`src/sv/trz_pkg.sv`:
```
// Shared types, widths and codes of the triangle rasterizer with depth store.
package trz_pkg;

	localparam int MAX_WIDTH_DEF  = 256;
	localparam int MAX_HEIGHT_DEF = 256;

	localparam int CMD_W      = 2;
	localparam int VTX_W      = 13;
	localparam int VDEPTH_W   = 24;
	localparam int COLOR_W    = 32;
	localparam int ZBUF_W     = 8;
	localparam int COUNT_W    = 17;
	localparam int CFG_W      = 9;
	localparam int CFG_IDX_W  = 1;
	// Frame coordinates are 12 bits wide, enough for 4096 pixels on a side.
	localparam int CRD_W      = 12;
	// Edge areas and the depth sum, with headroom for the full vertex range.
	localparam int E_W        = 32;
	localparam int S_W        = 56;
	localparam int PROD_W     = 64;

	localparam logic [CMD_W-1:0] CMD_DRAW  = 2'd0;
	localparam logic [CMD_W-1:0] CMD_CLEAR = 2'd1;
	localparam logic [CMD_W-1:0] CMD_READ  = 2'd2;

	localparam logic [CFG_IDX_W-1:0] REG_FRAME_WIDTH  = 1'b0;
	localparam logic [CFG_IDX_W-1:0] REG_FRAME_HEIGHT = 1'b1;

	localparam logic [1:0] JOB_NOP   = 2'd0;
	localparam logic [1:0] JOB_DRAW  = 2'd1;
	localparam logic [1:0] JOB_CLEAR = 2'd2;
	localparam logic [1:0] JOB_READ  = 2'd3;

	typedef struct packed {
		logic [1:0]                   kind;
		logic signed [VTX_W-1:0]      ax;
		logic signed [VTX_W-1:0]      ay;
		logic signed [VTX_W-1:0]      bx;
		logic signed [VTX_W-1:0]      by;
		logic signed [VTX_W-1:0]      cx;
		logic signed [VTX_W-1:0]      cy;
		logic signed [VDEPTH_W-1:0]   da;
		logic signed [VDEPTH_W-1:0]   db;
		logic signed [VDEPTH_W-1:0]   dc;
		logic [COLOR_W-1:0]           color;
		logic [CRD_W-1:0]             x0;
		logic [CRD_W-1:0]             x1;
		logic [CRD_W-1:0]             y0;
		logic [CRD_W-1:0]             y1;
	} job_t;

	typedef struct packed {
		logic full;
		logic empty;
	} q_stat_t;

endpackage

```
`src/sv/trz_queue.sv`:
```
// Two-entry queue of decoded jobs between the front and the back.
module trz_queue (
	input  logic              clk,
	input  logic              arst_n,
	input  logic              push,
	input  trz_pkg::job_t     push_data,
	input  logic              pop,
	output trz_pkg::job_t     head,
	output trz_pkg::q_stat_t  stat
);
	import trz_pkg::*;

	job_t       entry_q [2];
	logic       wr_ptr_q, rd_ptr_q;
	logic [1:0] cnt_q;

	assign head       = entry_q[rd_ptr_q];
	assign stat.full  = (cnt_q == 2'd2);
	assign stat.empty = (cnt_q == 2'd0);

	always_ff @(posedge clk or negedge arst_n) begin
		if (!arst_n) begin
			wr_ptr_q <= 1'b0;
			rd_ptr_q <= 1'b0;
			cnt_q    <= 2'd0;
		end else begin
			if (push) wr_ptr_q <= !wr_ptr_q;
			if (pop) rd_ptr_q <= !rd_ptr_q;
			if (push && !pop) cnt_q <= cnt_q + 2'd1;
			else if (pop && !push) cnt_q <= cnt_q - 2'd1;
		end
	end

	always_ff @(posedge clk) begin
		if (push) entry_q[wr_ptr_q] <= push_data;
	end

endmodule

```
`config.mk`:
```
export PLATFORM = sky130hd
export DESIGN_NAME = trz_queue
export DESIGN_NICKNAME = d
export VERILOG_FILES = /design/src/sv/trz_pkg.sv /design/src/sv/trz_queue.sv
export SDC_FILE = /design/constraint.sdc
export NUM_CORES = 1
export LEC_CHECK = 0
export BUFFER_PORTS_ARGS = -buffer_cell sky130_fd_sc_hd__buf_2
export CAP_MARGIN = 10
export CORE_UTILIZATION = 47
export CTS_BUF_LIST = sky130_fd_sc_hd__clkbuf_4 sky130_fd_sc_hd__clkbuf_8
export DETAILED_ROUTE_END_ITERATION = 7
export GPL_TIMING_DRIVEN = 1
export PLACE_DENSITY_LB_ADDON = 0.1
export SLEW_MARGIN = 25
export SYNTH_ARGS = -nofsm -noshare
export SYNTH_HDL_FRONTEND = slang
export SYNTH_SLANG_ARGS = --single-unit
```
`constraint.sdc`:
```
create_clock -name clk -period 17.1 [get_ports clk]
set_input_delay 2.565 -clock clk [delete_from_list [all_inputs] [get_ports clk]]
set_output_delay 2.565 -clock clk [all_outputs]
set_load 0.005 [all_outputs]
```
==> impl_metrics.tcl, run 1 <==
set metrics [dict create \
    critPathArrivalTime_ns 3.15 \
    postSynthRegisterBits 468 \
    grt_overflow 0 \
    syn-num-nets 975 \
    rsz0062_at_grt "no" \
    power_frac_clock_pct 25.3 \
    finalSetupTns_ns 0 \
    maxCapViolations 0 \
    endpoint_kind "output port" \
    syn_inst 738 \
    maxSlewHeadroom_pct 28.42 \
    numCtsBuffers 76 \
    clkTransAtPathRegs_ns 0.06 \
    area_delta_synth_final_pct 23.63 \
    port_buffers 469 \
    drt_pass1_iterations 4 \
    crit_type "register to output port" \
    power_density_nw_per_um2 161.6 \
    first_global_vias 9101 \
    tightest_slew_ns 1.074 \
    vdd_drop_max_mv 0.1289 \
    clock_latency_ns 0.61 \
    syn_area_um2 17630 \
    drive_above_1_share_pct 62.54 \
    setup_viol 0 \
    vias 8726 \
    fmax_ghz 0.1749 \
    grt_pass1_wl_mm 52.51 \
    via_per_inst 4.875 \
    tritoncts "yes" \
    cts_root_buf "clkbuf_8" \
    clock-sinks 468 \
    sequentialPowerShare_pct 45.6 \
    ant_nets 0 \
    clock_path_buffers 3 \
    hp-class "register to register" \
    route.detailed.drc 0 \
    initial_core_util_pct 47.91 \
    cp-start-kind "register" \
    htreeDepth 3 \
    slew_viol_final 0 \
    core_region_area_um2 36790 \
    p_leak_nw 8.704 \
    rows 70 \
    required_ns 14.53 \
    ys_warn_count 0 \
    comb_power_share_pct 29.1 \
    post_cts_resized 0 \
    p_sw_share_pct 27.47 \
    fillers 2840 \
    min_period_ns 5.718 \
    p_int_mw 2.553 \
    fin_nets 1504 \
    die_w_um 195.7 \
    num_io_pins 470 \
    p_total_mw 3.520 \
    post_cts_buffers 0 \
    antenna_found_initial 14 \
    yosysSeqAreaShare_pct 79.62 \
    die-area_um2 38280 \
    place_hpwl_mm 23.90 \
    gp_congestion 0.7668 \
    finalClockSkew_ns 0.02086 \
    ys_types 13 \
    path_max_fanout 59 \
    drt_iter0_drc 392 \
    outcome "complete, no violations" \
    hold_viol 0 \
    hold_buffers 0 \
    drt-total-wl_mm 36.68 \
    die_h_um 195.7 \
    track_usage_pct 18.68 \
    avgSynthCellArea_um2 23.88 \
    grt_max_degree 126 \
    finalCritPeriodShare_pct 33.44 \
    p_sw_uw 967.2 \
    wl_per_cell_um 20.49 \
]
-- final timing paths --
check / start / to / slack [ns] / cells after the start
max: rd_ptr_q / head[215] / 11.38 / 3
min: cnt_q[1] / cnt_q[1] / 0.50 / 1
max reg2reg: wr_ptr_q / entry_q[0][5] / 13.77 / 3
min reg2reg: cnt_q[1] / cnt_q[1] / 0.50 / 1
max in group asynchronous: arst_n / rd_ptr_q / 15.21 / 1
min in group asynchronous: arst_n / wr_ptr_q / 1.75 / 1
-- layer usage --
layer  track usage (%)  up-vias  part of all wire [%]
li1                  -     4020                     -
met1             20.66     4269                    37
met2             31.48      341                    51
met3             8.406       80                   9.2
met4             7.350       16                   2.4
met5                 0        -                  0.28
-- cells in the final DEF, fill, tap and decap left out, drive strengths merged --
cell type / count
dfrtp: 4
diode: 6
nor2b: 2
xnor2: 1
xor2: 4
clkbuf: 106
clkinv: 16
nor2: 2
clkinvlp: 4
edfxtp: 464
buf: 477
mux2: 232
inv: 2
ha: 1
and2: 1
-- cells in the mapped netlist (all sizes together) --
| cell type | count | area share (%) |
|---|---|---|
| edfxtp | 464 | 79 |
| mux2 | 232 | 18 |
| buf | 26 | 1.4 |
| dfrtp | 4 | 0.57 |
| xor2 | 4 | 0.20 |
| nor2 | 2 | 0.043 |
| nor2b | 2 | 0.071 |
| and2 | 1 | 0.036 |
| ha | 1 | 0.071 |
| inv | 1 | 0.021 |
| xnor2 | 1 | 0.050 |
-- critical path: stages (launching register included) --
cell and delay [ns]:
dfrtp_4 1.07, buf_4 0.90, mux2_2 0.42, buf_2 0.14
-- power groups by stage --
stage | clock [mW] | sequential [mW] | combinational, mW
finish | 0.891 | 1.60 | 1.02
global route | 0.968 | 1.63 | 1.09
CTS | 0.925 | 1.61 | 1.05
detailed placement | 0 | 1.63 | 1.04
global placement | 0 | 1.62 | 1.05
floorplan | 0 | 1.66 | 0.693
-- state kept, by name (all words and copies together), names as in the netlist --
name	count
rd_ptr_q	1
wr_ptr_q	1
cnt_q	2
entry_q	464
-- final cells by class --
cell class                 count  area [um2]  area share [%]
antenna                        6       15.01         0.06890
multi-input combinational    243        3343           15.34
clock inverter                21       98.84          0.4536
sequential                   468       14040           64.42
tap                          468       585.6           2.687
clock buffer                 106        1284           5.891
timing repair buffer         477        2424           11.12
inverter                       1       3.754         0.01723
-- per-stage QoR --
step	cells	hold slack, ns	setup slack [ns]	area, um2	utilization (%)
after floorplan	738	0.4555	3.688	17630	-
final	1790	0.5019	11.38	21790	59.24
after global placement	1657	0.4802	11.27	20390	55.43
after global routing	1788	0.5173	11.18	21790	59.22
after CTS	1784	0.4985	11.25	21770	59.19
after detailed placement	1657	0.4835	11.30	20390	55.43
-- logic make-up (layout without fill, tap and decap cells) --
group | after synthesis | count (layout) | share of synthesized area [%]
fa+ha+maj | 1 | 1 | 0.07098
simple gates | 5 | 5 | 0.1491
xor+xnor | 5 | 5 | 0.2484
other cells | 0 | 6 | 0
flops | 468 | 468 | 79.62
mux | 232 | 232 | 18.44
buf+inv | 27 | 605 | 1.469
(Power assumes the default switching activity.)
==> run 2: changes to the inputs <==
--- a/config.mk
+++ b/config.mk
@@ -5,6 +5,7 @@
 export SDC_FILE = /design/constraint.sdc
 export NUM_CORES = 1
 export LEC_CHECK = 0
+export ABC_AREA = 1
 export BUFFER_PORTS_ARGS = -buffer_cell sky130_fd_sc_hd__buf_2
 export CAP_MARGIN = 10
 export CORE_UTILIZATION = 47
==> constraint.sdc (replaced) <==
create_clock -name clk -period 4.95 [get_ports clk]
set_input_delay 0.7425 -clock clk [delete_from_list [all_inputs] [get_ports clk]]
set_output_delay 0.7425 -clock clk [all_outputs]
set_load 0.005 [all_outputs]
==> run 2 against run 1 <==
Effect of this change:
- routed wire length grew 4.8%
- first-iteration DRC count decreased by 1.0%
- combinational power increased to 3.5 times the previous value
- critical path depth unchanged
- design area rose by 0.95%
- utilization rose by 0.56 points
- power rose to 3.5 times the previous value
- clock skew increased by 0.0022 ns
- via count increased by 2.4%
- highest routed layer unchanged
- synthesized cell count grew 1.2%
- global-route usage is 1.1 points higher
==> impl_metrics.tcl, run 2 <==
set metrics [dict create \
    tightest_slew_ns 0.8852 \
    power_density_nw_per_um2 559.8 \
    min_path_cells 1 \
    final_common_cell "buf_2" \
    pre_cts_slack_ns 2.224 \
    area_delta_synth_final_pct 24.67 \
    clkTransAtPathRegs_ns 0.06 \
    syn-num-nets 984 \
    vdd_drop_max_mv 0.3124 \
    reg2reg_to "entry_q[1][85]" \
    grt_max_degree 131 \
    final_cell_mix "buf_2, edfxtp_1, mux2_4" \
    route.detailed.drc 0 \
    num_io_pins 470 \
    outcome "complete, no violations" \
    synth-edff-count 464 \
    required_ns 4.21 \
    port_buffers 469 \
    power_frac_clock_pct 25.9 \
    fin_nets 1518 \
    die-area_um2 38320 \
    place_hpwl_mm 26.46 \
    htreeDepth 3 \
    ys_types 14 \
    tritoncts "yes" \
    r2r_cells 3 \
    p_sw_share_pct 27.33 \
    finalSetupTns_ns 0 \
    ys_warn_count 0 \
    cp-start-kind "register" \
    top_regs "entry_q x464, cnt_q x2" \
    die_h_um 195.8 \
    drt-total-wl_mm 38.45 \
    maxSlewHeadroom_pct 40.86 \
    synth_most_common_cell "edfxtp_1" \
    p_leak_nw 8.811 \
    largest_reg_flops 464 \
    p_int_mw 8.949 \
    grt_pass1_wl_mm 55.09 \
    via_per_inst 4.921 \
    core_region_area_um2 36790 \
    antenna_found_initial 24 \
    rsz0062_at_grt "no" \
    clock_path_buffers 3 \
    fillers 2787 \
    slew_viol_final 0 \
    async_flop_share_pct 0.8547 \
    finalCritPeriodShare_pct 66.91 \
    r2r-start "wr_ptr_q" \
    hp-start "push_data[12]" \
    hp-class "input port to register" \
    comb_power_share_pct 29.0 \
    min_period_ns 3.312 \
    utilization_pct 59.80 \
    first_global_vias 9419 \
    synth_largest_area_cell "edfxtp_1" \
    path_max_fanout 53 \
    vias 8932 \
    syn_area_um2 17650 \
    crit_type "register to output port" \
    setup_viol 0 \
    synth.area.top_cells "edfxtp_1, mux2_4, mux2_2" \
    gp_congestion 0.7700 \
    rows 70 \
    finalClockSkew_ns 0.02308 \
    track_usage_pct 19.74 \
    hold_viol 0 \
    ant_nets 0 \
    grt_overflow 0 \
    ys_top_cells_by_count "edfxtp_1, mux2_4, mux2_2" \
    endpoint_kind "output port" \
    sequentialPowerShare_pct 45.1 \
    rrSetupSlack_ns 2.62 \
    yosysSeqAreaShare_pct 79.53 \
    clock-sinks 468 \
    clock_latency_ns 0.60 \
    drt_iter0_drc 388 \
    cts_root_buf "clkbuf_8" \
    drive_above_1_share_pct 62.49 \
    critPathArrivalTime_ns 2.57 \
    worst_slack_ns 1.638 \
    drt_pass1_iterations 4 \
    stdcell_count 1815 \
    syn_inst 747 \
    numCtsBuffers 77 \
    postSynthRegisterBits 468 \
    p_total_mw 12.31 \
    initial_core_util_pct 47.97 \
    top_register "entry_q" \
    avgSynthCellArea_um2 23.62 \
    synth_top_area_share_pct 78.96 \
    die_w_um 195.8 \
    ys.flop_type "edfxtp_1" \
    wl_per_cell_um 21.18 \
    hold_path_end "entry_q[1][12]" \
    maxCapViolations 0 \
    dp_cells 1669 \
    p_sw_mw 3.365 \
    fmax_ghz 0.3019 \
]
## run 2: power groups by stage
stage,sequential (mW),clock (mW),combinational (mW)
after floorplan,5.56,0,2.40
after global placement,5.62,0,3.64
after detailed placement,5.65,0,3.64
after CTS,5.57,3.30,3.65
after global routing,5.62,3.45,3.82
final,5.55,3.18,3.58
## run 2: worst max-delay path, stage by stage (launching register included)
cell and delay, ns:
dfrtp_4 0.93, buf_12 0.43, mux2_4 0.35, buf_2 0.13
## run 2: metrics by stage
| step | hold slack (ns) | area, um2 |
|---|---|---|
| after floorplan | 0.4469 | 17660 |
| after global placement | 0.4801 | 20500 |
| after detailed placement | 0.4956 | 20500 |
| after CTS | 0.2548 | 21960 |
| after global routing | 0.2573 | 21980 |
| final | 0.3139 | 22000 |
## run 2: worst max path at each step
stage,startpoint,endpoint
after floorplan,push,entry_q[1][0]
after global placement,push,entry_q[1][132]
after detailed placement,push,entry_q[1][17]
after CTS,rd_ptr_q,head[103]
after global routing,rd_ptr_q,head[136]
final,rd_ptr_q,head[136]
## run 2: cells by family after synthesis
| logic type | synth area share, % |
|---|---|
| flip-flops | 79.53 |
| multiplexers | 18.42 |
| buffers and inverters | 1.595 |
| AND/OR/NAND/NOR | 0.2340 |
| XOR/XNOR | 0.1489 |
| adder cells (fa/ha/maj) | 0.07090 |
## run 2: timing repair
action / in CTS / in global routing
resized for setup: 0 / 0
hold buffers: 1 / 0
hold endpoints to repair: 4 / 0
buffers inserted: 0 / 0
## run 2: area by class of cell
cell class	instances	area [um2]	share of cell area, %
well taps	468	585.6	2.662
clock inverters	19	116.4	0.5290
repair buffers	481	2515	11.43
diodes	14	35.03	0.1593
clock buffers	112	1341	6.097
inverters	7	30.03	0.1365
flip-flops and latches	468	14040	63.81
multi-input cells	246	3338	15.17
## run 2: per-layer routing
| metal | global-route usage, % | share of wire [%] | vias to the layer above |
|---|---|---|---|
| met3 | 9.335 | 9.7 | 95 |
| met4 | 8.941 | 2.7 | 22 |
| li1 | - | - | 4073 |
| met1 | 20.76 | 36 | 4375 |
| met2 | 33.60 | 51 | 367 |
| met5 | 0 | 0.33 | - |
