==> src/sv/trz_pkg.sv <==
// Shared types, widths and codes of the triangle rasterizer with depth store.
package trz_pkg;

	localparam int MAX_WIDTH_DEF  = 256;
	localparam int MAX_HEIGHT_DEF = 256;

	localparam int CMD_W      = 2;
	localparam int VTX_W      = 13;
	localparam int VDEPTH_W   = 24;
	localparam int COLOR_W    = 32;
	localparam int ZBUF_W     = 8;
	localparam int COUNT_W    = 17;
	localparam int CFG_W      = 9;
	localparam int CFG_IDX_W  = 1;
	// Frame coordinates are 12 bits wide, enough for 4096 pixels on a side.
	localparam int CRD_W      = 12;
	// Edge areas and the depth sum, with headroom for the full vertex range.
	localparam int E_W        = 32;
	localparam int S_W        = 56;
	localparam int PROD_W     = 64;

	localparam logic [CMD_W-1:0] CMD_DRAW  = 2'd0;
	localparam logic [CMD_W-1:0] CMD_CLEAR = 2'd1;
	localparam logic [CMD_W-1:0] CMD_READ  = 2'd2;

	localparam logic [CFG_IDX_W-1:0] REG_FRAME_WIDTH  = 1'b0;
	localparam logic [CFG_IDX_W-1:0] REG_FRAME_HEIGHT = 1'b1;

	localparam logic [1:0] JOB_NOP   = 2'd0;
	localparam logic [1:0] JOB_DRAW  = 2'd1;
	localparam logic [1:0] JOB_CLEAR = 2'd2;
	localparam logic [1:0] JOB_READ  = 2'd3;

	typedef struct packed {
		logic [1:0]                   kind;
		logic signed [VTX_W-1:0]      ax;
		logic signed [VTX_W-1:0]      ay;
		logic signed [VTX_W-1:0]      bx;
		logic signed [VTX_W-1:0]      by;
		logic signed [VTX_W-1:0]      cx;
		logic signed [VTX_W-1:0]      cy;
		logic signed [VDEPTH_W-1:0]   da;
		logic signed [VDEPTH_W-1:0]   db;
		logic signed [VDEPTH_W-1:0]   dc;
		logic [COLOR_W-1:0]           color;
		logic [CRD_W-1:0]             x0;
		logic [CRD_W-1:0]             x1;
		logic [CRD_W-1:0]             y0;
		logic [CRD_W-1:0]             y1;
	} job_t;

	typedef struct packed {
		logic full;
		logic empty;
	} q_stat_t;

endpackage

==> src/sv/trz_front.sv <==
// Front part: frame registers, input stage, command decode and bounding box clipping.
module trz_front #(
	parameter int MAX_WIDTH  = trz_pkg::MAX_WIDTH_DEF,
	parameter int MAX_HEIGHT = trz_pkg::MAX_HEIGHT_DEF
) (
	input  logic                                 clk,
	input  logic                                 arst_n,
	input  logic                                 in_valid,
	output logic                                 in_stall,
	input  logic [trz_pkg::CMD_W-1:0]            cmd,
	input  logic signed [trz_pkg::VTX_W-1:0]     vert_a_x,
	input  logic signed [trz_pkg::VTX_W-1:0]     vert_a_y,
	input  logic signed [trz_pkg::VTX_W-1:0]     vert_b_x,
	input  logic signed [trz_pkg::VTX_W-1:0]     vert_b_y,
	input  logic signed [trz_pkg::VTX_W-1:0]     vert_c_x,
	input  logic signed [trz_pkg::VTX_W-1:0]     vert_c_y,
	input  logic signed [trz_pkg::VDEPTH_W-1:0]  vert_a_depth,
	input  logic signed [trz_pkg::VDEPTH_W-1:0]  vert_b_depth,
	input  logic signed [trz_pkg::VDEPTH_W-1:0]  vert_c_depth,
	input  logic [trz_pkg::COLOR_W-1:0]          fill_color,
	input  logic                                 cfg_we,
	input  logic [trz_pkg::CFG_IDX_W-1:0]        cfg_index,
	input  logic [trz_pkg::CFG_W-1:0]            cfg_wdata,
	input  logic                                 init_busy,
	input  trz_pkg::q_stat_t                     q_stat,
	output logic                                 q_push,
	output trz_pkg::job_t                        q_data
);
	import trz_pkg::*;

	logic [CFG_W-1:0]            frame_w_q, frame_h_q;
	logic                        s1_valid_q;
	logic [CMD_W-1:0]            cmd_s1;
	logic signed [VTX_W-1:0]     ax_s1, ay_s1, bx_s1, by_s1, cx_s1, cy_s1;
	logic signed [VDEPTH_W-1:0]  da_s1, db_s1, dc_s1;
	logic [COLOR_W-1:0]          color_s1;
	logic signed [13:0]          w_eff, h_eff;
	logic                        accept, in_frame;

	function automatic logic signed [13:0] min3(input logic signed [13:0] a,
		input logic signed [13:0] b, input logic signed [13:0] c);
		logic signed [13:0] m;
		m = (a < b) ? a : b;
		return (m < c) ? m : c;
	endfunction

	function automatic logic signed [13:0] max3(input logic signed [13:0] a,
		input logic signed [13:0] b, input logic signed [13:0] c);
		logic signed [13:0] m;
		m = (a > b) ? a : b;
		return (m > c) ? m : c;
	endfunction

	function automatic logic [CRD_W-1:0] clip(input logic signed [13:0] v,
		input logic signed [13:0] hi);
		logic signed [13:0] r;
		r = (v < 14'sd0) ? 14'sd0 : ((v > hi) ? hi : v);
		return r[CRD_W-1:0];
	endfunction

	assign in_stall = init_busy || (s1_valid_q && q_stat.full);
	assign accept   = in_valid && !in_stall;
	assign q_push   = s1_valid_q && !q_stat.full;

	always_ff @(posedge clk or negedge arst_n) begin
		if (!arst_n) begin
			frame_w_q  <= 9'd256;
			frame_h_q  <= 9'd256;
			s1_valid_q <= 1'b0;
		end else begin
			if (cfg_we && cfg_index == REG_FRAME_WIDTH) frame_w_q <= cfg_wdata;
			if (cfg_we && cfg_index == REG_FRAME_HEIGHT) frame_h_q <= cfg_wdata;
			if (accept) s1_valid_q <= 1'b1;
			else if (q_push) s1_valid_q <= 1'b0;
		end
	end

	always_ff @(posedge clk) begin
		if (accept) begin
			cmd_s1   <= cmd;
			ax_s1    <= vert_a_x;
			ay_s1    <= vert_a_y;
			bx_s1    <= vert_b_x;
			by_s1    <= vert_b_y;
			cx_s1    <= vert_c_x;
			cy_s1    <= vert_c_y;
			da_s1    <= vert_a_depth;
			db_s1    <= vert_b_depth;
			dc_s1    <= vert_c_depth;
			color_s1 <= fill_color;
		end
	end

	// A zero register acts as one; a value above the maximum acts as the maximum.
	always_comb begin
		w_eff = (frame_w_q == '0) ? 14'sd1 : $signed(14'(frame_w_q));
		if (w_eff > $signed(14'(MAX_WIDTH))) w_eff = $signed(14'(MAX_WIDTH));
		h_eff = (frame_h_q == '0) ? 14'sd1 : $signed(14'(frame_h_q));
		if (h_eff > $signed(14'(MAX_HEIGHT))) h_eff = $signed(14'(MAX_HEIGHT));
	end

	assign in_frame = (ax_s1 >= 0) && (14'(ax_s1) < w_eff) &&
		(ay_s1 >= 0) && (14'(ay_s1) < h_eff);

	always_comb begin
		q_data.ax    = ax_s1;
		q_data.ay    = ay_s1;
		q_data.bx    = bx_s1;
		q_data.by    = by_s1;
		q_data.cx    = cx_s1;
		q_data.cy    = cy_s1;
		q_data.da    = da_s1;
		q_data.db    = db_s1;
		q_data.dc    = dc_s1;
		q_data.color = color_s1;
		q_data.x0    = clip(min3(14'(ax_s1), 14'(bx_s1), 14'(cx_s1)), w_eff - 14'sd1);
		q_data.x1    = clip(max3(14'(ax_s1), 14'(bx_s1), 14'(cx_s1)), w_eff - 14'sd1);
		q_data.y0    = clip(min3(14'(ay_s1), 14'(by_s1), 14'(cy_s1)), h_eff - 14'sd1);
		q_data.y1    = clip(max3(14'(ay_s1), 14'(by_s1), 14'(cy_s1)), h_eff - 14'sd1);
		case (cmd_s1)
			CMD_DRAW:  q_data.kind = JOB_DRAW;
			CMD_CLEAR: q_data.kind = JOB_CLEAR;
			CMD_READ:  q_data.kind = in_frame ? JOB_READ : JOB_NOP;
			default:   q_data.kind = JOB_NOP;
		endcase
	end

endmodule

==> config.mk <==
export PLATFORM = sky130hd
export DESIGN_NAME = trz_front
export DESIGN_NICKNAME = d
export VERILOG_FILES = /design/src/sv/trz_pkg.sv /design/src/sv/trz_front.sv
export SDC_FILE = /design/constraint.sdc
export NUM_CORES = 1
export LEC_CHECK = 0
export BUFFER_PORTS_ARGS = -buffer_cell sky130_fd_sc_hd__clkbuf_2
export CELL_PAD_IN_SITES_DETAIL_PLACEMENT = 0
export CELL_PAD_IN_SITES_GLOBAL_PLACEMENT = 1
export CORE_MARGIN = 5
export CORE_UTILIZATION = 35
export DETAILED_ROUTE_END_ITERATION = 10
export PLACE_DENSITY = 0.89
export SLEW_MARGIN = 10
export SYNTH_ARGS = -nofsm -noshare
export SYNTH_HDL_FRONTEND = slang
export SYNTH_SLANG_ARGS = --single-unit
==> constraint.sdc <==
create_clock -name clk -period 6.6 [get_ports clk]
set_input_delay 0.66 -clock clk [delete_from_list [all_inputs] [get_ports clk]]
set_output_delay 0.66 -clock clk [all_outputs]
set_load 0.05 [all_outputs]
==> impl_metrics.csv, run 1 <==
group,metric,value,unit
run_status,status,"complete, but fails checks",
run_status,violations,"setup timing",
sta,slew_headroom,0.228,
setup_path,setup.worst_path.end,"q_data[43]",
setup_path,worst-r2r-cell-count,3,
yosys,netlist_area,0.0122,sq mm
setup_path,crit_start,"bx_s1[10]",
clock_tree,cts-root-buf,"clkbuf_16",
yosys,yosysWarnings,0,
sta,drv_slew,0,
detailed_routing,drt-initial-drc-count,642,
die,die_area,0.0387,sq mm
detailed_routing,wire_per_inst,21.5,microns
global_routing,overflow,0,
finish,layout.nets,2186,
global_routing,grt_use_total,0.236,
sta,grt_setup_unrepaired,"yes",
clock_tree,cts_buffers,24,
die,core,0.0345,sq mm
detailed_routing,drc,0,
place,gp_congestion,0.943,
pwr,ir_drop,0.301,mV
die,die_h,197,microns
sta,skew,17.3,ps
setup_path,r2r_end,"da_s1[5]",
detailed_routing,viasPerCell,5.17,
clock_tree,cts_tree,"yes",
setup_path,crit_slowest_cell,"or3b_4",
place,port_buffers,433,
yosys,syn-mean-instance-area,11.3,sq um
global_routing,grt_max_degree,102,
sta,holdWs,65.0,ps
sta,fin_crit_sh,1.14,
die,initial_utilization,0.354,
yosys,ys.flop_type,"edfxtp_1",
die,rows,68,
yosys,synth.area.top_cells,"edfxtp_1 (45%), ha_1 (15%), mux2_2 (5.9%), dfrtp_1 (3.5%), nand2_1 (2.7%)",
sta,clock.fmax,0.133,GHz
yosys,synth_top_cell_by_area,"edfxtp_1",
clock_tree,clkTransAtPathRegs,70,ps
sta,worst_slack,-894,ps
die,die_w,197,microns
flow_run,cap_viol_max_count,0,
detailed_routing,ant_nets,0,
pwr,power_density,292,mW/mm^2
global_routing,antenna_found_initial,4,
sta,worst_pin_slew,1160,ps
yosys,ys_seq_elements,203,
clock_tree,cts_num_sinks,203,
sta,finalHoldViolCount,0,
yosys,synth_cell_type_count,63,
place,hpwl,37800,microns
setup_path,critPathMaxFanout,8,
setup_path,cpPeakStageDelay,470,ps
finish,fill_cells,2594,
yosys,async_reset_ff_frac,0.0936,
setup_path,required,5940,ps
pwr,p_leak,9.46,nW
global_routing,grt_pass1_vias,12200,
yosys,yosysSeqAreaShare,0.492,
finish,drive_gt1_frac,0.595,
setup_path,worstSetupStartpointType,"flip-flop",
clock_tree,h-tree-depth,1,
die,ios,435,
clock_tree,cts_buffer_depth,3,
setup_path,rr_startpoint,"s1_valid_q",
yosys,syn-instance-count,1079,
detailed_routing,drtPass1Iterations,5,
finish,utilization,0.620,
clock_tree,clkLatencyLatePin,540,ps
hold_path,hold_path_class,"in2async",
setup_path,reg2reg_slack,3560,ps
setup_path,crit_top_cell,"o21a_1",
yosys,synth_edf_count,184,
setup_path,cp.arrival,6830,ps
detailed_routing,wirelength,49600,microns
global_routing,grt_pass1_wl,71800,microns
yosys,synth_top_area_share,0.453,
setup_path,critPathKind,"reg2out",
pwr,finalPower,0.00624,W
finish,syn2layout_area_growth,75.3,%
sta,min_period,7490,ps
detailed_routing,vias,12000,
sta,finalSetupViolCount,48,
setup_path,worstSetupEndpointType,"output pin",
==> worst max-delay path, delay by kind of cell (launching register included) <==
kind,cells,cell delay (ps)
buffers and inverters,5,800
flip-flops,1,400
adder cells (fa/ha/maj),3,770
AND/OR/NAND/NOR,6,1010
AO/OA/AOI/OAI,14,3300
==> power breakdown <==
part           total, W  leakage, nW  internal, W  switching [W]
Sequential      0.00154         1.94      0.00149      0.0000502
Clock           0.00127        0.360     0.000715       0.000555
Combinational   0.00343         7.16      0.00160        0.00184
Total           0.00624         9.46      0.00380        0.00244
==> timing repair <==
| action | CTS | global route |
|---|---|---|
| setup buffers | 68 | 46 |
| pin swaps | 80 | 131 |
| cloned | 6 | 1 |
| resized for setup | 196 | 139 |
| endpoints found under the setup margin | 48 | 48 |
| hold buffers | 0 | 0 |
==> cells in the mapped netlist (7+ instances only) <==
library cell / number
a21o_1: 18
o21a_1: 11
xor2_1: 9
o21ai_0: 41
inv_1: 83
ha_1: 146
and3b_1: 9
nand3_1: 21
a311oi_1: 16
clkbuf_1: 19
buf_2: 9
a21oi_1: 62
a211oi_1: 10
nor3_1: 26
nor2_1: 74
nand2_1: 89
nor2b_1: 18
and3_1: 10
edfxtp_1: 184
o211ai_1: 11
nand4_1: 19
a2111oi_0: 13
dfrtp_1: 17
nand2b_1: 12
mux2_2: 64
nor4_1: 7
==> cells by family (layout without fill, tap and decap cells) <==
family / after synthesis / count (layout) / synth area share
compound gates: 225 / 225 / 0.125
xor+xnor: 10 / 10 / 0.00718
fa+ha+maj: 146 / 146 / 0.150
buf+inv: 116 / 877 / 0.0369
flops: 203 / 203 / 0.492
mux: 71 / 71 / 0.0657
other cells: 1 / 19 / 0.000307
simple gates: 307 / 307 / 0.123
==> sequential cells by signal, summed over array words and instances, names as in the netlist <==
signal      cells
ax_s1          13
cmd_s1          2
s1_valid_q      1
cx_s1          13
bx_s1          13
frame_w_q       9
da_s1          24
cy_s1          13
frame_h_q       9
db_s1          24
ay_s1          13
dc_s1          24
by_s1          13
color_s1       32
==> stage by stage <==
step           setup TNS, ps  worst slack, ps  cell area [sq um]  std cells
6_report              -29590             -894              21400       2313
3_3_place_gp           -2270             -239              18200       2165
4_1_cts               -21120             -716              20400       2273
2_1_floorplan          -9100             -590              13300       1094
5_1_grt               -40460            -1090              21400       2312
3_5_place_dp           -5050             -414              18200       2165
==> metal layers <==
| layer | track usage | vias to the layer above | share of wire |
|---|---|---|---|
| met5 | 0 | - | 0.00026 |
| met3 | 0.0463 | 117 | 0.061 |
| met4 | 0.0835 | 2 | 0.045 |
| met1 | 0.292 | 5781 | 0.40 |
| li1 | - | 5585 | - |
| met2 | 0.414 | 471 | 0.49 |
==> how the worst min path moves through the flow <==
| stage | start | cells after the start | to | slack, ps |
|---|---|---|---|---|
| 2_1_floorplan | arst_n | 0 | frame_h_q[0] | 360 |
| 3_3_place_gp | frame_w_q[0] | 1 | frame_w_q[0] | 500 |
| 3_5_place_dp | frame_w_q[0] | 1 | frame_w_q[0] | 500 |
| 4_1_cts | arst_n | 1 | s1_valid_q | 60 |
| 5_1_grt | arst_n | 1 | s1_valid_q | 90 |
| 6_report | arst_n | 1 | s1_valid_q | 70 |
==> cells in the final DEF (no fill, tap or decap), drive strengths merged, types with 43 or more instances in the layout <==
cell type	n
clkbuf	419
mux2	66
buf	359
o21ai	43
inv	87
nor2	74
nand2	89
a21oi	62
ha	146
edfxtp	184
==> cell type report <==
| cell class | count | area [sq um] | area share |
|---|---|---|---|
| multi-input combinational | 775 | 7960 | 0.372 |
| clock buffer | 27 | 612 | 0.0286 |
| antenna | 3 | 7.51 | 0.000351 |
| tap | 455 | 569 | 0.0266 |
| inverter | 84 | 315 | 0.0147 |
| timing repair buffer | 751 | 5780 | 0.270 |
| clock inverter | 15 | 135 | 0.00632 |
| sequential | 203 | 6000 | 0.281 |
Power figures use the tool's default switching activity.
==> inputs of run 2 (changes only) <==
--- a/config.mk
+++ b/config.mk
@@ -5,13 +5,15 @@
 export SDC_FILE = /design/constraint.sdc
 export NUM_CORES = 1
 export LEC_CHECK = 0
+export ABC_AREA = 1
 export BUFFER_PORTS_ARGS = -buffer_cell sky130_fd_sc_hd__clkbuf_2
 export CELL_PAD_IN_SITES_DETAIL_PLACEMENT = 0
 export CELL_PAD_IN_SITES_GLOBAL_PLACEMENT = 1
 export CORE_MARGIN = 5
 export CORE_UTILIZATION = 35
+export CTS_BUF_LIST = sky130_fd_sc_hd__clkbuf_2
 export DETAILED_ROUTE_END_ITERATION = 10
-export PLACE_DENSITY = 0.89
+export PLACE_DENSITY = 0.91
 export SLEW_MARGIN = 10
 export SYNTH_ARGS = -nofsm -noshare
 export SYNTH_HDL_FRONTEND = slang
==> run 2 against run 1 <==
Effect of this change: the run still ends with setup timing left; die area rose by 0.32%; synthesized cell count rose by 22%; design area rose by 3.5%; register-to-register slack better by 1000 ps.
==> impl_metrics.csv, run 2 <==
group,metric,value,unit
sta,skew,51.3,ps
global_routing,grt_pass1_wl,78200,microns
setup_path,worstSetupEndpointType,"output pin",
finish,stdcell_count,2707,
clock_tree,h-tree-depth,2,
clock_tree,cts-root-buf,"clkbuf_2",
global_routing,grt_max_degree,185,
flow_run,cap_viol_max_count,0,
pwr,internal-power,0.00335,W
pwr,power_switching,0.00277,W
detailed_routing,vias,14200,
pwr,ir_drop,0.282,mV
sta,finalHoldViolCount,0,
global_routing,overflow,0,
sta,slew_headroom,0.121,
global_routing,grt_pass1_vias,14100,
yosys,synth_top_area_share,0.452,
die,ios,435,
finish,syn2layout_area_growth,80.8,%
yosys,synth_edf_count,184,
pwr,finalPower,0.00612,W
setup_path,rr_startpoint,"s1_valid_q",
setup_path,critPathKind,"reg2out",
yosys,synthTopCellsByCount,"nand2_1 (272), edfxtp_1 (184), inv_1 (161)",
yosys,ys.flop_type,"edfxtp_1",
setup_path,required,5940,ps
pwr,p_leak,10.3,nW
yosys,netlist_area,0.0122,sq mm
clock_tree,cts_buffer_depth,3,
die,core,0.0345,sq mm
sta,grt_setup_unrepaired,"yes",
setup_path,crit_start,"bx_s1[9]",
die,rows,68,
finish,postLayoutCellArea,0.0221,sq mm
place,place_inst,2258,
finish,layout.nets,2558,
detailed_routing,drtPass1Iterations,6,
pwr,p_seq_frac,0.249,
clock_tree,cts_num_sinks,203,
sta,min_period,7150,ps
setup_path,cpPeakStageDelay,410,ps
setup_path,critPathMaxFanout,6,
setup_path,crit_slowest_cell,"edfxtp_1",
hold_path,hold_path_class,"in2async",
yosys,yosysSeqAreaShare,0.491,
detailed_routing,wirelength,57900,microns
yosys,synth_top_cell_by_area,"edfxtp_1",
pwr,clkPwrFrac,0.148,
detailed_routing,ant_nets,0,
yosys,syn-mean-instance-area,9.31,sq um
finish,fill_cells,2512,
detailed_routing,drc,0,
finish,largest_reg_flops,32,
sta,worst_slack,-552,ps
place,port_buffers,433,
finish,final_cell_mix,"clkbuf_2 (460), dlygate4sd3_1 (196), edfxtp_1 (184)",
run_status,violations,"setup timing",
sta,drv_slew,0,
run_status,status,"complete, but fails checks",
clock_tree,cts_buffers,53,
place,hpwl,34500,microns
sta,fin_crit_sh,1.08,
pwr,power_density,277,mW/mm^2
die,initial_utilization,0.354,
setup_path,cp.arrival,6490,ps
die,die_h,197,microns
clock_tree,clkLatencyLatePin,980,ps
finish,top_register,"color_s1",
sta,holdWs,197,ps
yosys,yosysWarnings,0,
finish,layout_commonest_cell,"clkbuf_2",
sta,finalSetupViolCount,48,
die,die_w,197,microns
setup_path,worstSetupStartpointType,"flip-flop",
finish,drive_gt1_frac,0.509,
pwr,p_comb_frac,0.603,
setup_path,reg2reg_slack,4580,ps
global_routing,grt_use_total,0.257,
yosys,synth.area.top_cells,"edfxtp_1 (45%), ha_1 (15%), nand2_1 (8.3%), inv_1 (4.9%), o21ai_0 (4.1%)",
setup_path,r2r_end,"dc_s1[15]",
clock_tree,cts_tree,"yes",
detailed_routing,wire_per_inst,21.4,microns
yosys,synth.most_common_cell,"nand2_1",
yosys,syn-instance-count,1315,
pwr,switching_share,0.453,
setup_path,setup.worst_path.end,"q_data[29]",
sta,clock.fmax,0.140,GHz
global_routing,antenna_found_initial,7,
yosys,synth_cell_type_count,50,
place,dpl-instance-area,0.0159,sq mm
die,die_area,0.0388,sq mm
sta,worst_pin_slew,1320,ps
clock_tree,clkTransAtPathRegs,110,ps
detailed_routing,drt-initial-drc-count,1173,
place,place_ws,148,ps
detailed_routing,viasPerCell,5.24,
yosys,async_reset_ff_frac,0.0936,
place,gp_congestion,0.919,
setup_path,worst-r2r-cell-count,4,
yosys,ys_seq_elements,203,
[run 2: cell types whose count changed in the layout (fill, tap and decap cells not counted), moves of 30 or more]
cell           before  now
buf_4             252  168
clkbuf_2          385  460
dlygate4sd3_1       0  196
inv_1              79  126
inv_2               4   35
mux2_2             37    0
nand2_1            74  183
nand2_2            13   64
nand2_4             2   32
nand3_1            15   50
nand3_2             3   33
nor2_1             36   66
o21ai_2             8   48
[run 2: final cells by class]
class,instances,area (sq um),share of cell area
inverters,166,656,0.0296
diodes,5,12.5,0.000565
repair inverters,5,41.3,0.00187
flip-flops and latches,203,6000,0.271
clock buffers,75,375,0.0170
well taps,455,569,0.0257
multi-input cells,941,7720,0.349
clock inverters,16,76.3,0.00345
repair buffers,841,6670,0.301
[run 2: timing repair]
item | CTS | global route
resized for setup | 392 | 291
setup buffers | 87 | 61
cloned | 17 | 2
endpoints found under the setup margin | 48 | 48
pin swaps | 114 | 129
endpoints found under the hold margin | 222 | 0
hold buffers | 196 | 0
[run 2: how the worst min path moves through the flow]
stage          slack (ps)         start      endpoint  cells after the start
6_report              200        arst_n  frame_w_q[7]                      2
5_1_grt               160        arst_n  frame_h_q[7]                      2
4_1_cts               120        arst_n  frame_h_q[4]                      2
3_5_place_dp          490  frame_h_q[3]  frame_h_q[3]                      2
3_3_place_gp          470  frame_h_q[5]  frame_h_q[5]                      2
2_1_floorplan         360        arst_n  frame_h_q[0]                      0
[run 2: cell families after synthesis]
group	after synthesis	share of synthesized area
DFF	203	0.491
AOI/OAI and AO/OA	231	0.103
adders and majority gates	146	0.149
buffers and inverters	189	0.0610
xor gates and xnor gates	12	0.00859
other	1	0.000306
and+or+nand+nor	533	0.187
[run 2: power groups by stage]
stage          Combinational [W]  Clock [W]  Sequential (W)
2_1_floorplan            0.00132          0         0.00170
3_3_place_gp             0.00230          0         0.00155
3_5_place_dp             0.00234          0         0.00155
4_1_cts                  0.00305   0.000877         0.00152
5_1_grt                  0.00387   0.000990         0.00153
6_report                 0.00370   0.000904         0.00152
[run 2: per-stage QoR]
stage	TNS, ps	util
detailed placement	0	0.459
CTS	-5940	0.593
global route	-30900	0.641
finish	-17740	0.641
floorplan	-632	-
global placement	0	0.459
[run 2: routing by layer]
metal / share of wire / vias to the layer above / global-route usage
li1: - / 6354 / -
met1: 0.35 / 6656 / 0.301
met2: 0.50 / 879 / 0.451
met3: 0.086 / 279 / 0.0607
met4: 0.062 / 4 / 0.110
met5: 0.00033 / - / 0
[run 2: critical path: cells and delay by family, from the launching register on]
family | cells | cell delay, ps
flip-flops | 1 | 410
AND/OR/NAND/NOR | 15 | 1500
adder cells (fa/ha/maj) | 3 | 930
buffers and inverters | 7 | 1190
AO/OA/AOI/OAI | 12 | 1490
==> inputs of run 3 (changes only) <==
--- a/config.mk
+++ b/config.mk
@@ -13,7 +13,7 @@
 export CORE_UTILIZATION = 35
 export CTS_BUF_LIST = sky130_fd_sc_hd__clkbuf_2
 export DETAILED_ROUTE_END_ITERATION = 10
-export PLACE_DENSITY = 0.91
+export PLACE_DENSITY = 0.92
 export SLEW_MARGIN = 10
 export SYNTH_ARGS = -nofsm -noshare
 export SYNTH_HDL_FRONTEND = slang
==> run 3 against run 2 <==
Effect of this change: the run still ends with setup timing left; sequential power is essentially flat; clock power grew 6.9%; worst setup slack lost 28 ps; hold slack lost 54 ps; fmax shrank 0.39%; global-route usage shrank 0.083 points; clock-buffer cell count grew 6; wire length grew 0.99%; flip-flop and latch count is the same; register-to-register slack is essentially flat; non-clock buffer count grew 9.
==> impl_metrics.csv, run 3 (same netlist as run 2, synthesis figures left out) <==
group,metric,value,unit
run_status,status,"complete, but fails checks",
run_status,violations,"setup timing",
clock_tree,cts_buffers,52,
die,ios,435,
sta,grt_setup_unrepaired,"yes",
place,place_ws,192,ps
sta,finalHoldViolCount,0,
global_routing,overflow,0,
setup_path,critPathKind,"reg2out",
finish,layout.nets,2564,
sta,min_period,7180,ps
die,core,0.0345,sq mm
sta,setup_tns,-18450,ps
clock_tree,cts-root-buf,"clkbuf_2",
detailed_routing,wire_per_inst,21.5,microns
sta,worst_slack,-579,ps
setup_path,worstSetupEndpointType,"output pin",
detailed_routing,vias,14400,
place,hpwl,34700,microns
finish,utilization,0.647,
finish,postLayoutCellArea,0.0223,sq mm
die,die_h,197,microns
setup_path,cp.arrival,6520,ps
clock_tree,h-tree-depth,2,
sta,clock.fmax,0.139,GHz
die,rows,68,
clock_tree,cts_buffer_depth,3,
sta,finalSetupViolCount,48,
detailed_routing,wirelength,58500,microns
setup_path,cpPeakStageDelay,450,ps
finish,layout_commonest_cell,"clkbuf_2",
clock_tree,clkTransAtPathRegs,110,ps
die,die_w,197,microns
setup_path,critPathMaxFanout,7,
detailed_routing,viasPerCell,5.31,
die,die_area,0.0388,sq mm
sta,slew_headroom,0.0935,
pwr,ir_drop,0.255,mV
finish,stdcell_count,2719,
pwr,power_density,276,mW/mm^2
hold_path,hold_path_class,"in2async",
place,dpl-instance-area,0.0160,sq mm
finish,drive_gt1_frac,0.512,
place,place_inst,2286,
finish,syn2layout_area_growth,82.6,%
detailed_routing,drtPass1Iterations,11,
clock_tree,cts_num_sinks,203,
global_routing,grt_max_degree,185,
setup_path,worst-r2r-cell-count,4,
sta,fin_crit_sh,1.09,
sta,skew,135,ps
global_routing,grt_pass1_vias,14200,
die,initial_utilization,0.354,
setup_path,crit_slowest_cell,"edfxtp_1",
global_routing,grt_use_total,0.256,
place,port_buffers,433,
place,gp_congestion,0.905,
clock_tree,clkLatencyLatePin,1040,ps
detailed_routing,ant_nets,0,
detailed_routing,drt-initial-drc-count,1093,
finish,final_cell_mix,"clkbuf_2 (466), dlygate4sd3_1 (196), nand2_1 (185)",
sta,drv_slew,0,
finish,largest_reg_flops,32,
sta,worst_pin_slew,1360,ps
clock_tree,cts_tree,"yes",
setup_path,worstSetupStartpointType,"flip-flop",
detailed_routing,drc,0,
finish,top_register,"color_s1",
pwr,p_leak,10.4,nW
setup_path,required,5940,ps
flow_run,cap_viol_max_count,0,
global_routing,antenna_found_initial,8,
global_routing,grt_pass1_wl,78500,microns
## run 3: cell count changes in the layout (fill, tap and decap cells not counted), moves of 8 or more
cell     change
buf_4        +9
ha_1         -8
ha_4         +9
nand3_2      -9
buf_12      -11
nor2_4       +8
o21ai_2      -8
## run 3: through the flow
stage	hold slack [ps]	power, W
final	143	0.00616
after global placement	473	0.00383
after floorplan	364	0.00302
after detailed placement	487	0.00388
after CTS	71.0	0.00545
after global routing	142	0.00644
## run 3: path summary, 6_finish.rpt
path / startpoint / end / slack, ps
max in group asynchronous: arst_n / frame_w_q[8] / 6030
min in group clk: cfg_we / frame_w_q[2] / 270
max reg2reg: s1_valid_q / ay_s1[4] / 4590
min: arst_n / frame_w_q[4] / 140
max: bx_s1[9] / q_data[28] / -580
min reg2reg: frame_w_q[5] / frame_w_q[5] / 500
## run 3: what timing repair did
action | in CTS | in global routing
endpoints found under the setup margin | 48 | 48
hold buffers | 196 | 0
resized for setup | 373 | 331
buffers inserted | 87 | 40
hold endpoints to repair | 218 | 0
cloned | 12 | 1
pin swaps | 120 | 140
## run 3: layout make-up
cell class / instances / area [sq um]
flip-flops and latches: 203 / 6000
diodes: 4 / 10.0
repair buffers: 850 / 6650
clock inverters: 16 / 100
well taps: 455 / 569
multi-input cells: 941 / 7930
inverters: 166 / 651
fillers: 2448 / 12200
repair inverters: 3 / 30.0
clock buffers: 81 / 405
## run 3: per-layer routing
layer	global-route usage	vias to the layer above	part of all wire
li1	-	6351	-
met1	0.295	6742	0.34
met2	0.449	996	0.49
met3	0.0682	344	0.092
met4	0.110	2	0.071
met5	0	-	0.00021
## run 3: report_power, final
group	leakage, nW	internal (W)	switching, W
Sequential	1.94	0.00148	0.0000451
Clock	0.388	0.000370	0.000596
Combinational	8.03	0.00152	0.00215
Total	10.4	0.00337	0.00279
## run 3: critical path: cells and delay by family (launching register included)
kind / cells / cell delay, ps
and+or+nand+nor: 15 / 1530
adders and majority gates: 3 / 740
AOI/OAI and AO/OA: 10 / 1440
DFF: 1 / 450
buffers and inverters: 9 / 1350
